===== src/rtl/core/bdlp_pkg.sv =====
// shared types and constants of the button debounce / long-press block
// no dependencies; used by bdlp_tracker and button_debounce_long_press
package bdlp_pkg;

	// register reset values
	localparam logic [15:0] DEBOUNCE_RST   = 16'd30;
	localparam logic [15:0] LONG_PRESS_RST = 16'd2000;
	localparam logic        ACTIVE_LOW_RST = 1'b1;

	// configuration register indexes
	localparam int unsigned CFG_IDX_W = 2;
	localparam logic [CFG_IDX_W-1:0] REG_DEBOUNCE   = 2'd0;
	localparam logic [CFG_IDX_W-1:0] REG_LONG_PRESS = 2'd1;
	localparam logic [CFG_IDX_W-1:0] REG_ACTIVE_LOW = 2'd2;
	localparam int unsigned CFG_DATA_W = 16;

	// event codes
	localparam logic [1:0] EV_NONE  = 2'd0;
	localparam logic [1:0] EV_SHORT = 2'd1;
	localparam logic [1:0] EV_LONG  = 2'd2;

	// stream widths
	localparam int unsigned TIME_W   = 32;
	localparam int unsigned S_DATA_W = 40;
	localparam int unsigned M_DATA_W = 8;

	// configuration as seen by the tracker
	typedef struct packed {
		logic [15:0] hold_ms;
		logic [15:0] long_ms;
		logic        active_low;
	} cfg_t;

endpackage


===== src/rtl/core/bdlp_tracker.sv =====
// button state tracker: debounce, press timing and event decision for one sample
// depends on bdlp_pkg
module bdlp_tracker (
	input  logic                             clk,
	input  logic                             arst_n,
	input  bdlp_pkg::cfg_t                   cfg,
	input  logic                             step,
	input  logic                             raw_level,
	input  logic [bdlp_pkg::TIME_W-1:0]      now_ms,
	output logic [1:0]                       press_event
);

	logic                        stable_q;
	logic                        last_sample_q;
	logic [bdlp_pkg::TIME_W-1:0] last_change_q;
	logic [bdlp_pkg::TIME_W-1:0] press_start_q;
	logic                        fired_q;

	logic                        pressed;
	logic                        changed;
	logic [bdlp_pkg::TIME_W-1:0] held;
	logic [bdlp_pkg::TIME_W-1:0] elapsed;
	logic                        accept;
	logic                        stable_n;
	logic                        fired_n;
	logic [bdlp_pkg::TIME_W-1:0] press_start_n;

	// polarity and sample change
	assign pressed = cfg.active_low ? ~raw_level : raw_level;
	assign changed = pressed != last_sample_q;
	assign held    = changed ? '0 : now_ms - last_change_q;
	assign accept  = (held > {16'd0, cfg.hold_ms}) && (pressed != stable_q);

	// next state and event
	always_comb begin
		stable_n      = stable_q;
		fired_n       = fired_q;
		press_start_n = press_start_q;
		press_event   = bdlp_pkg::EV_NONE;
		elapsed       = now_ms - press_start_q;
		if (accept) begin
			stable_n = pressed;
			if (pressed) begin
				press_start_n = now_ms;
				fired_n       = 1'b0;
				elapsed       = '0;
			end else if (!fired_q) begin
				press_event = bdlp_pkg::EV_SHORT;
			end
		end
		// released stable state can never reach the long-press test
		if (stable_n && !fired_n && (elapsed >= {16'd0, cfg.long_ms})) begin
			fired_n     = 1'b1;
			press_event = bdlp_pkg::EV_LONG;
		end
	end

	// state registers
	always_ff @(posedge clk or negedge arst_n) begin
		if (!arst_n) begin
			stable_q      <= 1'b0;
			last_sample_q <= 1'b0;
			last_change_q <= '0;
			press_start_q <= '0;
			fired_q       <= 1'b0;
		end else if (step) begin
			stable_q      <= stable_n;
			last_sample_q <= pressed;
			if (changed) begin
				last_change_q <= now_ms;
			end
			press_start_q <= press_start_n;
			fired_q       <= fired_n;
		end
	end

endmodule


===== src/rtl/core/button_debounce_long_press.sv =====
// Button debouncer with short- and long-press events. Each request on the s_ side
// carries one pin sample and a wrapping millisecond timestamp and yields exactly one
// event on the m_ side (0 none, 1 short press released, 2 long press reached). A
// request is taken each cycle unless m_tready holds it back: the input register
// captures it, the tracker settles it in a single pass and the event lands in the
// output register. Configuration is written through cfg_* while no request is in
// flight; the user must keep to this, as the block itself leaves it unchecked.
// depends on bdlp_pkg and bdlp_tracker
module button_debounce_long_press (
	input  logic                               clk,
	input  logic                               arst_n,
	// sample requests
	input  logic                               s_tvalid,
	output logic                               s_tready,
	input  logic [bdlp_pkg::S_DATA_W-1:0]      s_tdata,   // [0] raw_level, [32:1] now_ms
	// event results
	output logic                               m_tvalid,
	input  logic                               m_tready,
	output logic [bdlp_pkg::M_DATA_W-1:0]      m_tdata,   // [1:0] press_event
	// register writes
	input  logic                               cfg_valid,
	output logic                               cfg_ready,
	input  logic [bdlp_pkg::CFG_IDX_W-1:0]     cfg_index,
	input  logic [bdlp_pkg::CFG_DATA_W-1:0]    cfg_data
);

	bdlp_pkg::cfg_t cfg_q;

	logic                        valid_s1;
	logic                        level_s1;
	logic [bdlp_pkg::TIME_W-1:0] now_s1;
	logic                        out_valid_q;
	logic [1:0]                  event_q;
	logic                        advance;
	logic [1:0]                  event_d;

	assign cfg_ready = 1'b1;

	// configuration registers
	always_ff @(posedge clk or negedge arst_n) begin
		if (!arst_n) begin
			cfg_q.hold_ms    <= bdlp_pkg::DEBOUNCE_RST;
			cfg_q.long_ms    <= bdlp_pkg::LONG_PRESS_RST;
			cfg_q.active_low <= bdlp_pkg::ACTIVE_LOW_RST;
		end else if (cfg_valid) begin
			case (cfg_index)
				bdlp_pkg::REG_DEBOUNCE:   cfg_q.hold_ms    <= cfg_data;
				bdlp_pkg::REG_LONG_PRESS: cfg_q.long_ms    <= cfg_data;
				bdlp_pkg::REG_ACTIVE_LOW: cfg_q.active_low <= cfg_data[0];
				default: ;
			endcase
		end
	end

	// handshake: stage 1 moves on when the output register is free or drains
	assign advance  = valid_s1 && (!out_valid_q || m_tready);
	assign s_tready = !valid_s1 || advance;

	// input register
	always_ff @(posedge clk or negedge arst_n) begin
		if (!arst_n) begin
			valid_s1 <= 1'b0;
		end else if (s_tready) begin
			valid_s1 <= s_tvalid;
		end
	end

	always_ff @(posedge clk) begin
		if (s_tready && s_tvalid) begin
			level_s1 <= s_tdata[0];
			now_s1   <= s_tdata[32:1];
		end
	end

	// event decision and button state
	bdlp_tracker u_tracker (
		.clk         (clk),
		.arst_n      (arst_n),
		.cfg         (cfg_q),
		.step        (advance),
		.raw_level   (level_s1),
		.now_ms      (now_s1),
		.press_event (event_d)
	);

	// output register
	always_ff @(posedge clk or negedge arst_n) begin
		if (!arst_n) begin
			out_valid_q <= 1'b0;
		end else if (!out_valid_q || m_tready) begin
			out_valid_q <= valid_s1;
		end
	end

	always_ff @(posedge clk) begin
		if (advance) begin
			event_q <= event_d;
		end
	end

	assign m_tvalid = out_valid_q;
	assign m_tdata  = {6'd0, event_q};

endmodule

===== config.mk =====
export PLATFORM = sky130hd
export DESIGN_NAME = button_debounce_long_press
export DESIGN_NICKNAME = d
export VERILOG_FILES = /design/src/rtl/core/bdlp_pkg.sv /design/src/rtl/core/bdlp_tracker.sv /design/src/rtl/core/button_debounce_long_press.sv
export SDC_FILE = /design/constraint.sdc
export NUM_CORES = 1
export LEC_CHECK = 0
export ABC_AREA = 0
export BUFFER_PORTS_ARGS = -buffer_cell sky130_fd_sc_hd__buf_2
export CAP_MARGIN = 20
export CORE_ASPECT_RATIO = 0.8
export CORE_MARGIN = 8
export CORE_UTILIZATION = 45
export CTS_CLUSTER_DIAMETER = 80
export DETAILED_ROUTE_END_ITERATION = 10
export GPL_ROUTABILITY_DRIVEN = 1
export SETUP_SLACK_MARGIN = 0.3
export SYNTH_ARGS = -nofsm -noshare
export SYNTH_HDL_FRONTEND = slang
export SYNTH_SLANG_ARGS = --single-unit

===== constraint.sdc =====
create_clock -name clk -period 7.45 [get_ports clk]
set_input_delay 1.49 -clock clk [delete_from_list [all_inputs] [get_ports clk]]
set_output_delay 1.49 -clock clk [all_outputs]
set_load 0.05 [all_outputs]

==> impl_metrics.json <==
{
  "p_seq_share_pct": 21.3,
  "critPathBufInv": 3,
  "end_kind": "flop",
  "htree_levels": 4,
  "ant_nets": 0,
  "combinationalPowerShare_pct": 63.5,
  "n_fill_cell": 2037,
  "worst_path_max_delay_cell": "or4_4",
  "grt_start_max_net_pins": 77,
  "cap_violations": 0,
  "via_count": 8091,
  "synthCells": 1050,
  "dr.max_layer_used": "met4",
  "synth-edff-count": 35,
  "synthArstFlopShare_pct": 74.5,
  "drt-total-wl_mm": 24.8,
  "synth-seq-area-share_pct": 36.1,
  "cts_made_buffers": 17,
  "synthDistinctLibCells": 84,
  "power.switching_mw": 2.36,
  "dpl.hpwl_mm": 18.7,
  "status": "completed",
  "dr_wl_met3_mm": 1.20,
  "coreArea_um2": 22200,
  "critical-path-top-delay-family": "simple AND/OR/NAND/NOR gates",
  "grt_usage_pct": 18.5,
  "p_sw_share_pct": 43.9,
  "gr-total-overflow": 0,
  "boundaryPins": 74,
  "n_antenna_cell": 0,
  "post-route-period-util_pct": 98.3,
  "vias_per_cell": 5.48,
  "layout.nets": 1316,
  "synth-seq-cells": 137,
  "clock_latency_ns": 0.43,
  "drtIter0Drc": 704,
  "wl_per_cell_um": 16.8,
  "clock-sinks": 137,
  "path_clk_slew_ns": 0.06,
  "die_area_um2": 27400,
  "crit_path_start_kind": "flop",
  "rsz0062_at_grt": "yes",
  "io_buffers": 59,
  "arrival_ns": 7.51,
  "ys.flop_type": "dfrtp_1",
  "areaGrowthSynthToFinish_pct": 16.7,
  "slew_headroom_pct": 36.0,
  "instances_no_fill": 1476,
  "max_freq_mhz": 137,
  "netlist_area_um2": 10000,
  "final_layout_size_suffix_gt1_share_pct": 26.1,
  "cts_tree": "built",
  "drc_errors": 0,
  "pwr-share-clk_pct": 15.2,
  "yosys_warnings": 0,
  "wl_met2_mm": 9.88,
  "grt_first_pass_wirelength_mm": 40.1,
  "final_util_pct": 52.8,
  "path_class": "reg -> reg",
  "hold_violations": 0,
  "syn_area_per_cell_um2": 9.55,
  "tightest_slew_ns": 0.960,
  "multiInputGateArea_um2": 5970,
  "slowest_delay_ns": 0.56,
  "crit_path_max_fanout": 5,
  "place_inst": 1432,
  "setup_viol": 0,
  "die_h_um": 150,
  "rr_startpoint": "now_s1[0]",
  "clockBufferDepth": 2,
  "row_count": 49,
  "gp_congestion": 0.898,
  "grt_pass1_vias": 7685,
  "layout_commonest_cell": "inv_1",
  "die_w_um": 183,
  "p_int_mw": 3.01,
  "path_common_cell": "o21ai_2",
  "cts_root_buf": "clkbuf_16",
  "peakVddDrop_uv": 235,
  "finalCriticalPeriod_ns": 7.32,
  "skew_ns": 0.0108,
  "hp-class": "reg -> reg",
  "dr.pass1.iters": 5,
  "p_per_area_nw_per_um2": 459,
  "final_cell_mix": "inv_1 (105), ha_1 (93), dfrtp_1 (91)",
  "critical_path_required_ns": 7.64,
  "drt-met1-wl_mm": 13.2,
  "startpoint": "now_s1[0]",
  "regArea_um2": 3620,
  "p_leak_nw": 5.34,
  "postCtsHoldBufs": 0,
  "initial_core_util_pct": 45.2,
  "antenna_found_initial": 0,
  "slew_violations": 0,
  "min_from": "u_tracker.fired_q"
}
[worst register-to-register path, delay by kind of cell, from the launching register on]
family,cells,cell delay (ns)
AND/OR/NAND/NOR,15,3.58
buffers and inverters,3,0.43
AO/OA/AOI/OAI,11,1.62
adder cells (fa/ha/maj),4,0.89
XOR/XNOR,1,0.18
flip-flops,1,0.38
[through the flow]
stage	hold slack (ns)	TNS (ns)	power, mW	cell area (µm²)	setup slack (ns)
3_5_place_dp	0.481	-0.486	4.29	10900	-0.267
3_3_place_gp	0.471	-0.324	4.24	10900	-0.187
4_1_cts	0.495	0	5.23	11600	0.306
5_1_grt	0.514	-0.149	5.80	11700	-0.111
6_report	0.493	0	5.37	11700	0.130
2_1_floorplan	0.449	0	3.48	10000	0.385
[final timing paths]
kind / end / slack, ns / cells after the start
setup / recovery: event_q[1] / 0.13 / 34
hold / removal: u_tracker.fired_q / 0.49 / 1
setup reg to reg: event_q[1] / 0.13 / 34
hold reg to reg: u_tracker.fired_q / 0.49 / 1
max in group asynchronous: u_tracker.last_change_q[27] / 5.19 / 2
min in group asynchronous: m_tvalid / 0.98 / 1
[per-layer routing]
| layer | up-vias | global-route usage (%) |
|---|---|---|
| met3 | 32 | 3.62 |
| met2 | 210 | 25.6 |
| met4 | 0 | 5.80 |
| met1 | 3848 | 28.2 |
| li1 | 4001 | - |
| met5 | - | 0 |
[cell families (layout without fill, tap and decap cells)]
family	count (synthesis)	after routing	share of synthesized area, %
flip-flops	137	137	36.1
multiplexers	82	82	10.1
other	2	7	0.0749
XOR/XNOR	39	39	3.41
AO/OA/AOI/OAI	281	281	18.0
buffers and inverters	144	259	6.20
AND/OR/NAND/NOR	269	269	14.0
adder cells (fa/ha/maj)	96	96	12.1
[Yosys cell counts, drive strengths merged (4+ instances only)]
master	count	area (µm²)
o21ai	70	358
a21oi	95	490
nand3	24	138
nand2	78	293
a21o	27	203
o211ai	4	30.0
ha	94	1180
dfrtp	91	2280
a41oi	4	35.0
o2111ai	7	61.3
a211oi	14	118
nor2	53	199
nand4	18	128
nor4	10	62.6
mux2	80	995
a31o	4	35.0
or2	6	37.5
nor2b	9	56.3
o21bai	4	41.3
nand3b	5	37.5
a21boi	4	30.0
clkbuf	24	90.1
buf	14	134
and2	7	43.8
dfstp	11	289
o21a	11	82.6
and3	8	50.1
xnor2	21	184
edfxtp	35	1050
inv	106	398
xor2	18	158
nor3	17	106
or3	7	48.8
a31oi	11	83.8
nand2b	11	68.8
[registers in the layout, indices dropped and copies added (netlist names)]
name and cells:
cfg_q 33, now_s1 32, u_tracker.last_change_q 32, u_tracker.press_start_q 32, event_q 2, level_s1 1, m_tvalid 1, u_tracker.fired_q 1
u_tracker.last_sample_q 1, u_tracker.stable_q 1, valid_s1 1
[power by group through the flow]
stage	logic (mW)	registers (mW)	clock network, mW
6_report	3.41	1.15	0.815
5_1_grt	3.76	1.18	0.865
4_1_cts	3.26	1.14	0.833
3_5_place_dp	3.13	1.15	0
3_3_place_gp	3.10	1.15	0
2_1_floorplan	2.36	1.13	0
[what timing repair did]
| item | CTS | global route |
|---|---|---|
| gates cloned | 1 | 0 |
| endpoints found under the setup margin | 2 | 2 |
| resized for setup | 22 | 22 |
| setup buffers | 6 | 5 |
| pin swaps | 17 | 29 |
[final cells by class]
| cell class | instances | share of cell area (%) |
|---|---|---|
| clock buffer | 18 | 3.75 |
| tap | 306 | 3.27 |
| multi-input combinational | 774 | 51.0 |
| inverter | 106 | 3.40 |
| timing repair buffer | 121 | 6.66 |
| clock inverter | 14 | 1.04 |
| sequential | 137 | 30.9 |
(Power assumes the default switching activity.)
